## src/hdl/cdds_pkg.sv

```systemverilog
package cdds_pkg;

  localparam int SET_DEPTH = 64;
  localparam int CNT_W     = $clog2(SET_DEPTH + 1);
  localparam int DAY_W     = 5;
  localparam int MON_W     = 4;
  localparam int TOTAL_W   = 7;
  localparam logic [MON_W-1:0] MONTH_FIRST = MON_W'(1);
  localparam logic [MON_W-1:0] MONTH_LAST  = MON_W'(12);

  // Days in each month code, February always 28; codes that are no month give zero.
  localparam logic [DAY_W-1:0] MONTH_LEN [16] = '{
    5'd0, 5'd31, 5'd28, 5'd31, 5'd30, 5'd31, 5'd30, 5'd31,
    5'd31, 5'd30, 5'd31, 5'd30, 5'd31, 5'd0, 5'd0, 5'd0
  };

  typedef enum logic {
    FUNC_ADD    = 1'b0,
    FUNC_REMOVE = 1'b1
  } func_t;

  typedef enum logic [2:0] {
    ST_ADDED   = 3'd0,
    ST_DUP     = 3'd1,
    ST_INVALID = 3'd2,
    ST_FULL    = 3'd3,
    ST_REMOVED = 3'd4,
    ST_EMPTY   = 3'd5
  } status_t;

  typedef struct packed {
    func_t             func;
    logic [DAY_W-1:0]  day;
    logic [MON_W-1:0]  month;
  } req_t;

  typedef struct packed {
    status_t            status;
    logic [TOTAL_W-1:0] entry_total;
  } res_t;

  typedef struct packed {
    logic [DAY_W-1:0] day;
    logic [MON_W-1:0] month;
  } entry_t;

  // Search token that walks down the chain one cell per cycle.
  typedef struct packed {
    logic   live;
    logic   hit;
    entry_t key;
  } token_t;

  typedef struct packed {
    logic push;
    logic pop;
  } shift_t;

  function automatic logic date_ok(input logic [DAY_W-1:0] day,
                                   input logic [MON_W-1:0] month);
    logic month_ok;
    month_ok = (month >= MONTH_FIRST) && (month <= MONTH_LAST);
    return month_ok && (day != '0) && (day <= MONTH_LEN[month]);
  endfunction

endpackage

```

## src/hdl/cdds_cell.sv

```systemverilog
module cdds_cell (
  input  logic            clk,
  input  logic            rst,
  input  cdds_pkg::shift_t shift,
  input  logic            occupied,
  input  cdds_pkg::entry_t prev_entry,
  input  cdds_pkg::entry_t next_entry,
  output cdds_pkg::entry_t entry,
  input  cdds_pkg::token_t tok_in,
  output cdds_pkg::token_t tok_out
);

  // A push moves every entry one place toward the tail, a pop one place toward the head.
  always_ff @(posedge clk) begin
    if (shift.push) begin
      entry <= prev_entry;
    end else if (shift.pop) begin
      entry <= next_entry;
    end
  end

  // Only the live flag needs a reset; key and hit are ignored while the token is dead.
  always_ff @(posedge clk) begin
    if (rst) begin
      tok_out.live <= 1'b0;
    end else begin
      tok_out.live <= tok_in.live;
    end
    tok_out.key <= tok_in.key;
    tok_out.hit <= tok_in.hit | (tok_in.live & occupied & (tok_in.key == entry));
  end

endmodule

```

## src/hdl/calendar_date_dedup_set_top.sv

```systemverilog
// Insertion-ordered set of calendar dates (day, month), up to SET_DEPTH entries.
// Requests arrive on req_valid/req_stall/req_item: an add carries a day and a month,
// a remove drops the most recently added entry. Each request yields exactly one
// result on res_valid/res_stall/res_item with a status and the entry count after it.
// One request is in work at a time; req_stall stays high until its result has been
// loaded into the output register.
// A remove or an invalid date moves from IDLE straight to FINISH, where its result is
// loaded into the output register. A valid add sends a search token down the row of
// SET_DEPTH cells, one cell per cycle, and waits in SCAN until the token leaves the
// tail cell; the verdict is then set in FINISH and the result is loaded from there.
// A new request is accepted only once the previous one has left FINISH.
// The output register holds a finished result while the receiver stalls, and a new
// request is taken meanwhile; its own result waits until the register is free.
// Reset empties the set and clears all handshake state; stored dates are not
// cleared, since cells at or beyond the count are never compared.
module calendar_date_dedup_set_top (
  input  logic           clk,
  input  logic           rst,
  input  logic           req_valid,
  output logic           req_stall,
  input  cdds_pkg::req_t req_item,
  output logic           res_valid,
  input  logic           res_stall,
  output cdds_pkg::res_t res_item
);

  typedef enum logic [1:0] {
    IDLE,
    SCAN,
    FINISH
  } state_t;

  state_t                     state;
  cdds_pkg::entry_t           key;
  cdds_pkg::status_t          verdict;
  logic [cdds_pkg::CNT_W-1:0] count;
  logic [cdds_pkg::CNT_W-1:0] count_next;

  cdds_pkg::entry_t entries [cdds_pkg::SET_DEPTH];
  cdds_pkg::token_t toks    [cdds_pkg::SET_DEPTH+1];
  cdds_pkg::shift_t shift;

  logic accept;
  logic fire;
  logic req_date_ok;

  assign req_stall   = (state != IDLE);
  assign accept      = req_valid && !req_stall;
  assign req_date_ok = cdds_pkg::date_ok(req_item.day, req_item.month);

  // The result is loaded once the output register is empty or being drained.
  assign fire = (state == FINISH) && (!res_valid || !res_stall);

  assign shift.push = fire && (verdict == cdds_pkg::ST_ADDED);
  assign shift.pop  = fire && (verdict == cdds_pkg::ST_REMOVED);

  always_comb begin
    count_next = count;
    if (verdict == cdds_pkg::ST_ADDED) begin
      count_next = count + cdds_pkg::CNT_W'(1);
    end else if (verdict == cdds_pkg::ST_REMOVED) begin
      count_next = count - cdds_pkg::CNT_W'(1);
    end
  end

  // A valid add launches its search token into the head cell as it is accepted.
  assign toks[0].live = accept && (req_item.func == cdds_pkg::FUNC_ADD) && req_date_ok;
  assign toks[0].hit  = 1'b0;
  assign toks[0].key  = '{day: req_item.day, month: req_item.month};

  // Cell 0 holds the most recent entry; cells below the count are occupied.
  for (genvar i = 0; i < cdds_pkg::SET_DEPTH; i++) begin : g_cell
    cdds_pkg::entry_t next_e;
    if (i == cdds_pkg::SET_DEPTH - 1) begin : g_tail
      assign next_e = entries[i];
    end else begin : g_mid
      assign next_e = entries[i+1];
    end
    if (i == 0) begin : g_head
      cdds_cell u_cell (
        .clk        (clk),
        .rst        (rst),
        .shift      (shift),
        .occupied   (count > cdds_pkg::CNT_W'(i)),
        .prev_entry (key),
        .next_entry (next_e),
        .entry      (entries[i]),
        .tok_in     (toks[i]),
        .tok_out    (toks[i+1])
      );
    end else begin : g_body
      cdds_cell u_cell (
        .clk        (clk),
        .rst        (rst),
        .shift      (shift),
        .occupied   (count > cdds_pkg::CNT_W'(i)),
        .prev_entry (entries[i-1]),
        .next_entry (next_e),
        .entry      (entries[i]),
        .tok_in     (toks[i]),
        .tok_out    (toks[i+1])
      );
    end
  end

  always_ff @(posedge clk) begin
    if (rst) begin
      state     <= IDLE;
      count     <= '0;
      res_valid <= 1'b0;
    end else begin
      if (fire) begin
        res_valid <= 1'b1;
      end else if (!res_stall) begin
        res_valid <= 1'b0;
      end
      case (state)
        IDLE: begin
          if (accept) begin
            key <= '{day: req_item.day, month: req_item.month};
            if (req_item.func == cdds_pkg::FUNC_REMOVE) begin
              verdict <= (count != '0) ? cdds_pkg::ST_REMOVED : cdds_pkg::ST_EMPTY;
              state   <= FINISH;
            end else if (!req_date_ok) begin
              verdict <= cdds_pkg::ST_INVALID;
              state   <= FINISH;
            end else begin
              state <= SCAN;
            end
          end
        end
        SCAN: begin
          if (toks[cdds_pkg::SET_DEPTH].live) begin
            if (toks[cdds_pkg::SET_DEPTH].hit) begin
              verdict <= cdds_pkg::ST_DUP;
            end else if (count == cdds_pkg::CNT_W'(cdds_pkg::SET_DEPTH)) begin
              verdict <= cdds_pkg::ST_FULL;
            end else begin
              verdict <= cdds_pkg::ST_ADDED;
            end
            state <= FINISH;
          end
        end
        FINISH: begin
          if (fire) begin
            count                <= count_next;
            res_item.status      <= verdict;
            res_item.entry_total <= cdds_pkg::TOTAL_W'(count_next);
            state                <= IDLE;
          end
        end
        default: begin
          state <= IDLE;
        end
      endcase
    end
  end

  a_count_bound: assert property (@(posedge clk) disable iff (rst)
    count <= cdds_pkg::CNT_W'(cdds_pkg::SET_DEPTH))
    else $error("entry count beyond set depth");

  a_count_moves_on_fire: assert property (@(posedge clk) disable iff (rst)
    (count != $past(count)) |-> ($past(fire) || $past(rst)))
    else $error("entry count changed without a result");

  a_token_only_in_scan: assert property (@(posedge clk) disable iff (rst)
    toks[cdds_pkg::SET_DEPTH].live |-> (state == SCAN))
    else $error("search token left the chain outside a scan");

  a_result_from_finish: assert property (@(posedge clk) disable iff (rst)
    $rose(res_valid) |-> $past(state == FINISH))
    else $error("result appeared without a finished request");

endmodule
```

## config.mk

```make
export PLATFORM = sky130hd
export DESIGN_NAME = calendar_date_dedup_set_top
export DESIGN_NICKNAME = d
export VERILOG_FILES = /design/src/hdl/cdds_pkg.sv /design/src/hdl/cdds_cell.sv /design/src/hdl/calendar_date_dedup_set_top.sv
export SDC_FILE = /design/constraint.sdc
export NUM_CORES = 2
export LEC_CHECK = 0
export ABC_AREA = 1
export ABC_CLOCK_PERIOD_IN_PS = 20500
export BUFFER_PORTS_ARGS = -buffer_cell sky130_fd_sc_hd__buf_2
export CORE_MARGIN = 4
export CORE_UTILIZATION = 55
export DETAILED_ROUTE_END_ITERATION = 10
export HOLD_SLACK_MARGIN = 0.1
export PLACE_DENSITY = 0.73
export SLEW_MARGIN = 0
export SYNTH_ARGS = -nofsm -noshare
export SYNTH_HDL_FRONTEND = slang
export SYNTH_HIERARCHICAL = 1
export SYNTH_SLANG_ARGS = --single-unit
```

## constraint.sdc

```tcl
create_clock -name clk -period 20.5 [get_ports clk]
set_clock_uncertainty 0.2 [all_clocks]
set_input_delay 3.075 -clock clk [delete_from_list [all_inputs] [get_ports clk]]
set_output_delay 3.075 -clock clk [all_outputs]
set_load 0.1 [all_outputs]
```

# --- Yosys cells after proc, flatten, opt, wreduce, memory -nomap -nowiden ---
# Memory sizes are Yosys's and may differ from the RTL's.
# Cells that the tools add are included.
word_totals:
  wordCells: 899
  mem_count: 1
  romBits: 80
  reg_bits: 1303
memory_table:
  columns: ["memory", "depth", "width", "read_ports", "rd_ports_with_merged_regs", "wr", "line", "rtl"]
  rows:
  - ["(name not given)", 16, 5, 1, 0, 0, "cdds_pkg.sv:63", "return month_ok && (day != '0) && (day <= MONTH_LEN[month]);"]
op_classes:
  reduce_logical: 25
  bitwise_logic: 194
  n_lt_le_gt_ge: 68
  n_addsub: 2
  n_mux: 146
  eq_ne: 73
ops:
  columns: ["cell", "count"]
  rows:
  - ["9-bit 2-to-1 mux", 126]
  - ["9-bit == test", 64]
  - ["7-bit by 6-bit > comparator with 1-bit output (second input constant)", 32]
  - ["1-bit AND", 128]
  - ["7-bit by 5-bit > comparator with 1-bit output (second input constant)", 16]
  - ["1-bit OR", 63]
  - ["7-bit by 4-bit > comparator with 1-bit output (second input constant)", 8]
  - ["7-bit by 3-bit > comparator with 1-bit output (second input constant)", 4]
  - ["7-bit by 1-bit > comparator with 1-bit output (second input constant)", 2]
  - ["7-bit by 2-bit > comparator with 1-bit output (second input constant)", 2]
  - ["2-bit 2-to-1 mux", 7]
  - ["7-bit 2-to-1 mux", 2]
  - ["3-bit 2-to-1 mux", 4]
  - ["5-bit 2-to-1 mux", 2]
  - ["1-bit logical AND", 9]
  - ["3-bit AND reduction", 3]
  - ["7-bit by 1-bit adder with 7-bit output (second input constant)", 1]
  - ["7-bit == test (second input constant)", 1]
  - ["7-bit nonzero test", 1]
  - ["7-bit by 1-bit subtractor with 7-bit output (second input constant)", 1]
  - ["2-bit case mux with 3 select lines", 1]
  - ["3-bit case mux with 2 select lines", 1]
  - ["2-bit nonzero test", 3]
  - ["5-bit greater-or-equal comparator (second input constant)", 1]
  - ["other kinds (19)", 26]

# --- Depth between registers and ports, before layout ---
logic_depth:
  depth_word: 10
  depth_mapped: 16
  mapped_depth_nobuf: 16

# --- Cells and area by module ---
# Netlist, hierarchy kept.
by_module_without_submodules:
  columns: ["module", "cells_per_inst", "area_each_um2", "instances", "seq_area_each_um2"]
  rows:
  - ["cdds_cell", 100, 808.3, 64, 490.5]
  - ["calendar_date_dedup_set_top", 328, 2337.2, 1, 860.8]

# --- Worst setup path after synthesis ---
# OpenSTA, ideal clock, no wires.
synth_path:
  kind: "in2reg"
  from: "input port res_stall"
  to: "register g_cell[0].g_head.u_cell/entry[0] (netlist name) (data pin)"
  t_required_ps: 20039
  path_stages: 7
  path_slack_ps: 11032
  t_arrival_ps: 9007
  cell_sequence: "nand2_1 > nand2_1 > clkbuf_1 > nor2_1 > clkinv_1 > nand2_1 > nand2_1"
synth_lines:
  columns: ["element", "line", "rtl"]
  rows:
  - ["from (decl)", "calendar_date_dedup_set_top.sv:23", "input logic res_stall,"]
  - ["to (signal assigned)", "cdds_cell.sv:16", "entry <= prev_entry;"]
  - ["to (signal assigned)", "cdds_cell.sv:18", "entry <= next_entry;"]
  - ["to (decl)", "cdds_cell.sv:8", "output cdds_pkg::entry_t entry,"]

==> metrics <==
outcome=finished, final reports clean; detailed placer's ending HPWL=~86 mm; Cells after Synth=6,719; GRT Util Overall=a little under a quarter; initial antenna violation count=1; FF+latch area=32,100 um2; # port buffers=25; Clock Path Buffers=3; crit path time final=6.59 ns; clk_lat worst skew=roughly 0.7 ns; core area=a little under 100,000 um2; Routed Antenna Nets=0; Synth Net Count=6,742; area of placed instances=55,300 um2; Final Hold Viols=0; Synth Warn #=6; standard-cell rows=114; Worst Tran Pin Value=1.09 ns; share of cells above drive strength 1=5.53%; reg-to-reg startpoint=verdict[0]; total power draw=~5.6 mW; Avg WL per Cell=around 15 um; Post-Route WL=121 mm; total CTS buffers=135; crit path kind=in -> reg; post-cts resize count=0; Die ar.=just over 100,000 um2; Synth Cell Area=approximately 54,000 um2; Final Non-Filler Cells=8,206; CTS root buffer=clkbuf_16; most common cell after layout, fill and taps aside=nand2_1; first-pass GRT wire length=~200 mm; Inst Count DP=7,956; initial core utilization=55.6%; FF-to-FF path depth=9; vias in the first global route=38,300; CTS tree=yes; fin crit share=roughly a third; leakage=29.4 nW; Setup violations, final=0; Multi-input gate area=17,400 um2; die height=roughly 320 um; nets@finish=just under 7,000; number of clock sinks=1,303; Mean Syn Cell Area=8.02 um2; FMAX=152 MHz; Layout area overhead=10.9%; Post-CTS Hold Buffers=0; Max-Cap Viols=0; Pre-antenna DRT Iters=6; Post-CTS Setup Bufs=0; H-tree Lvls=4; IO Pins=26; relative slew slack=between 20% and 30%; CTS clk-pin slew, worst paths=0.06 ns; DRC Markers=0; RSZ-0062 raised after global routing=false; Fillers=8,358; CP Capture Type=flop; die width=321 um; total gr overflow=0; GPL Wtd Cong=0.866; first element of the critical path=res_stall; vias per cell=4.90; worst vdd ir=about 0.000076 V; Worst EP arrival=slightly below 7 ns; r2r endpoint=g_cell[6].g_body.u_cell/entry[4]; vias=40,200; crit path max fanout=215; Slew Viols, Final=0; post-route design area=59,800 um2; capture point of the critical path=g_cell[6].g_body.u_cell/entry[4]; most frequent cells in the layout=nand2_1 (3,088), inv_1 (1,006), dfxtp_1 (705), nor2_1 (673), edfxtp_1 (598); Detailed Route Iter0 Violations=3,453; Pwr per Cell Area=93.6 nW/um2; hold crit path type=reg -> reg; Reg2Reg Setup Slack=15.78 ns; Critical Path RT=20.78 ns; crit path launch type=input pin; setup TNS=0 ns; largest net degree at the start of global routing=~220; # diodes=0
report_power, final:
part / switching [mW] / internal, mW / leakage (nW)
Sequential: 0.0801 / 2.82 / 11.3
Combinational: 0.201 / 0.0860 / 15.9
Clock: 0.997 / 1.41 / 2.16
worst min-delay path by stage:
| stage | end | start | cells past startpoint |
|---|---|---|---|
| after floorplan | g_cell[10].g_body.u_cell/tok_out[3] | g_cell[9].g_body.u_cell/tok_out[3] | 0 |
| final | g_cell[36].g_body.u_cell/tok_out[4] | g_cell[35].g_body.u_cell/tok_out[4] | 0 |
| after detailed placement | g_cell[35].g_body.u_cell/tok_out[4] | g_cell[34].g_body.u_cell/tok_out[4] | 0 |
| after global routing | g_cell[36].g_body.u_cell/tok_out[4] | g_cell[35].g_body.u_cell/tok_out[4] | 0 |
| after global placement | g_cell[8].g_body.u_cell/tok_out[4] | g_cell[7].g_body.u_cell/tok_out[4] | 0 |
| after CTS | g_cell[36].g_body.u_cell/tok_out[4] | g_cell[35].g_body.u_cell/tok_out[4] | 0 |
flip-flops by register name, indices dropped and copies added (netlist names):
name / count
g_cell.g_body.u_cell/tok_out: 684
g_cell.g_body.u_cell/entry: 567
g_cell.g_head.u_cell/tok_out: 11
res_item: 10
g_cell.g_head.u_cell/entry: 9
key: 9
count: 7
verdict: 3
state: 2
res_valid: 1
per-layer routing:
metal | track usage [%] | routed length (um) | share of wire [%] | up-vias
met1 | 32.4 | 54400 | 45 | 18500
met4 | 6.54 | 2540 | 2.1 | 0
li1 | - | - | - | 20400
met2 | 39.3 | 57600 | 47 | 1082
met3 | 3.06 | 6820 | 5.6 | 188
met5 | 0 | 0 | 0 | -
stage by stage:
step	util, %	setup slack, ns	hold WS, ns
after floorplan	-	11.03	0.131
after global placement	57.1	13.36	0.134
after detailed placement	57.1	13.23	0.135
after CTS	61.6	14.02	0.138
after global routing	61.6	13.59	0.150
final	61.6	13.91	0.140
worst max-delay path: stages:
cell and delay [ns]:
buf_2 0.13, nand2_1 0.09, nand2_1 0.06, buf_4 0.20, nor2_4 0.12, buf_12 0.67, buf_4 0.81, buf_4 0.85
clkinv_1 0.50, nand2_1 0.18, nand2_1 0.06
area by class of cell:
cell class | count | share of cell area, %
inverters | 1077 | 6.77
well taps | 1276 | 2.67
repair buffers | 33 | 0.356
clock buffers | 200 | 6.60
clock inverters | 50 | 0.781
multi-input cells | 4267 | 29.2
flip-flops and latches | 1303 | 53.7
(Power assumes the default switching activity.)
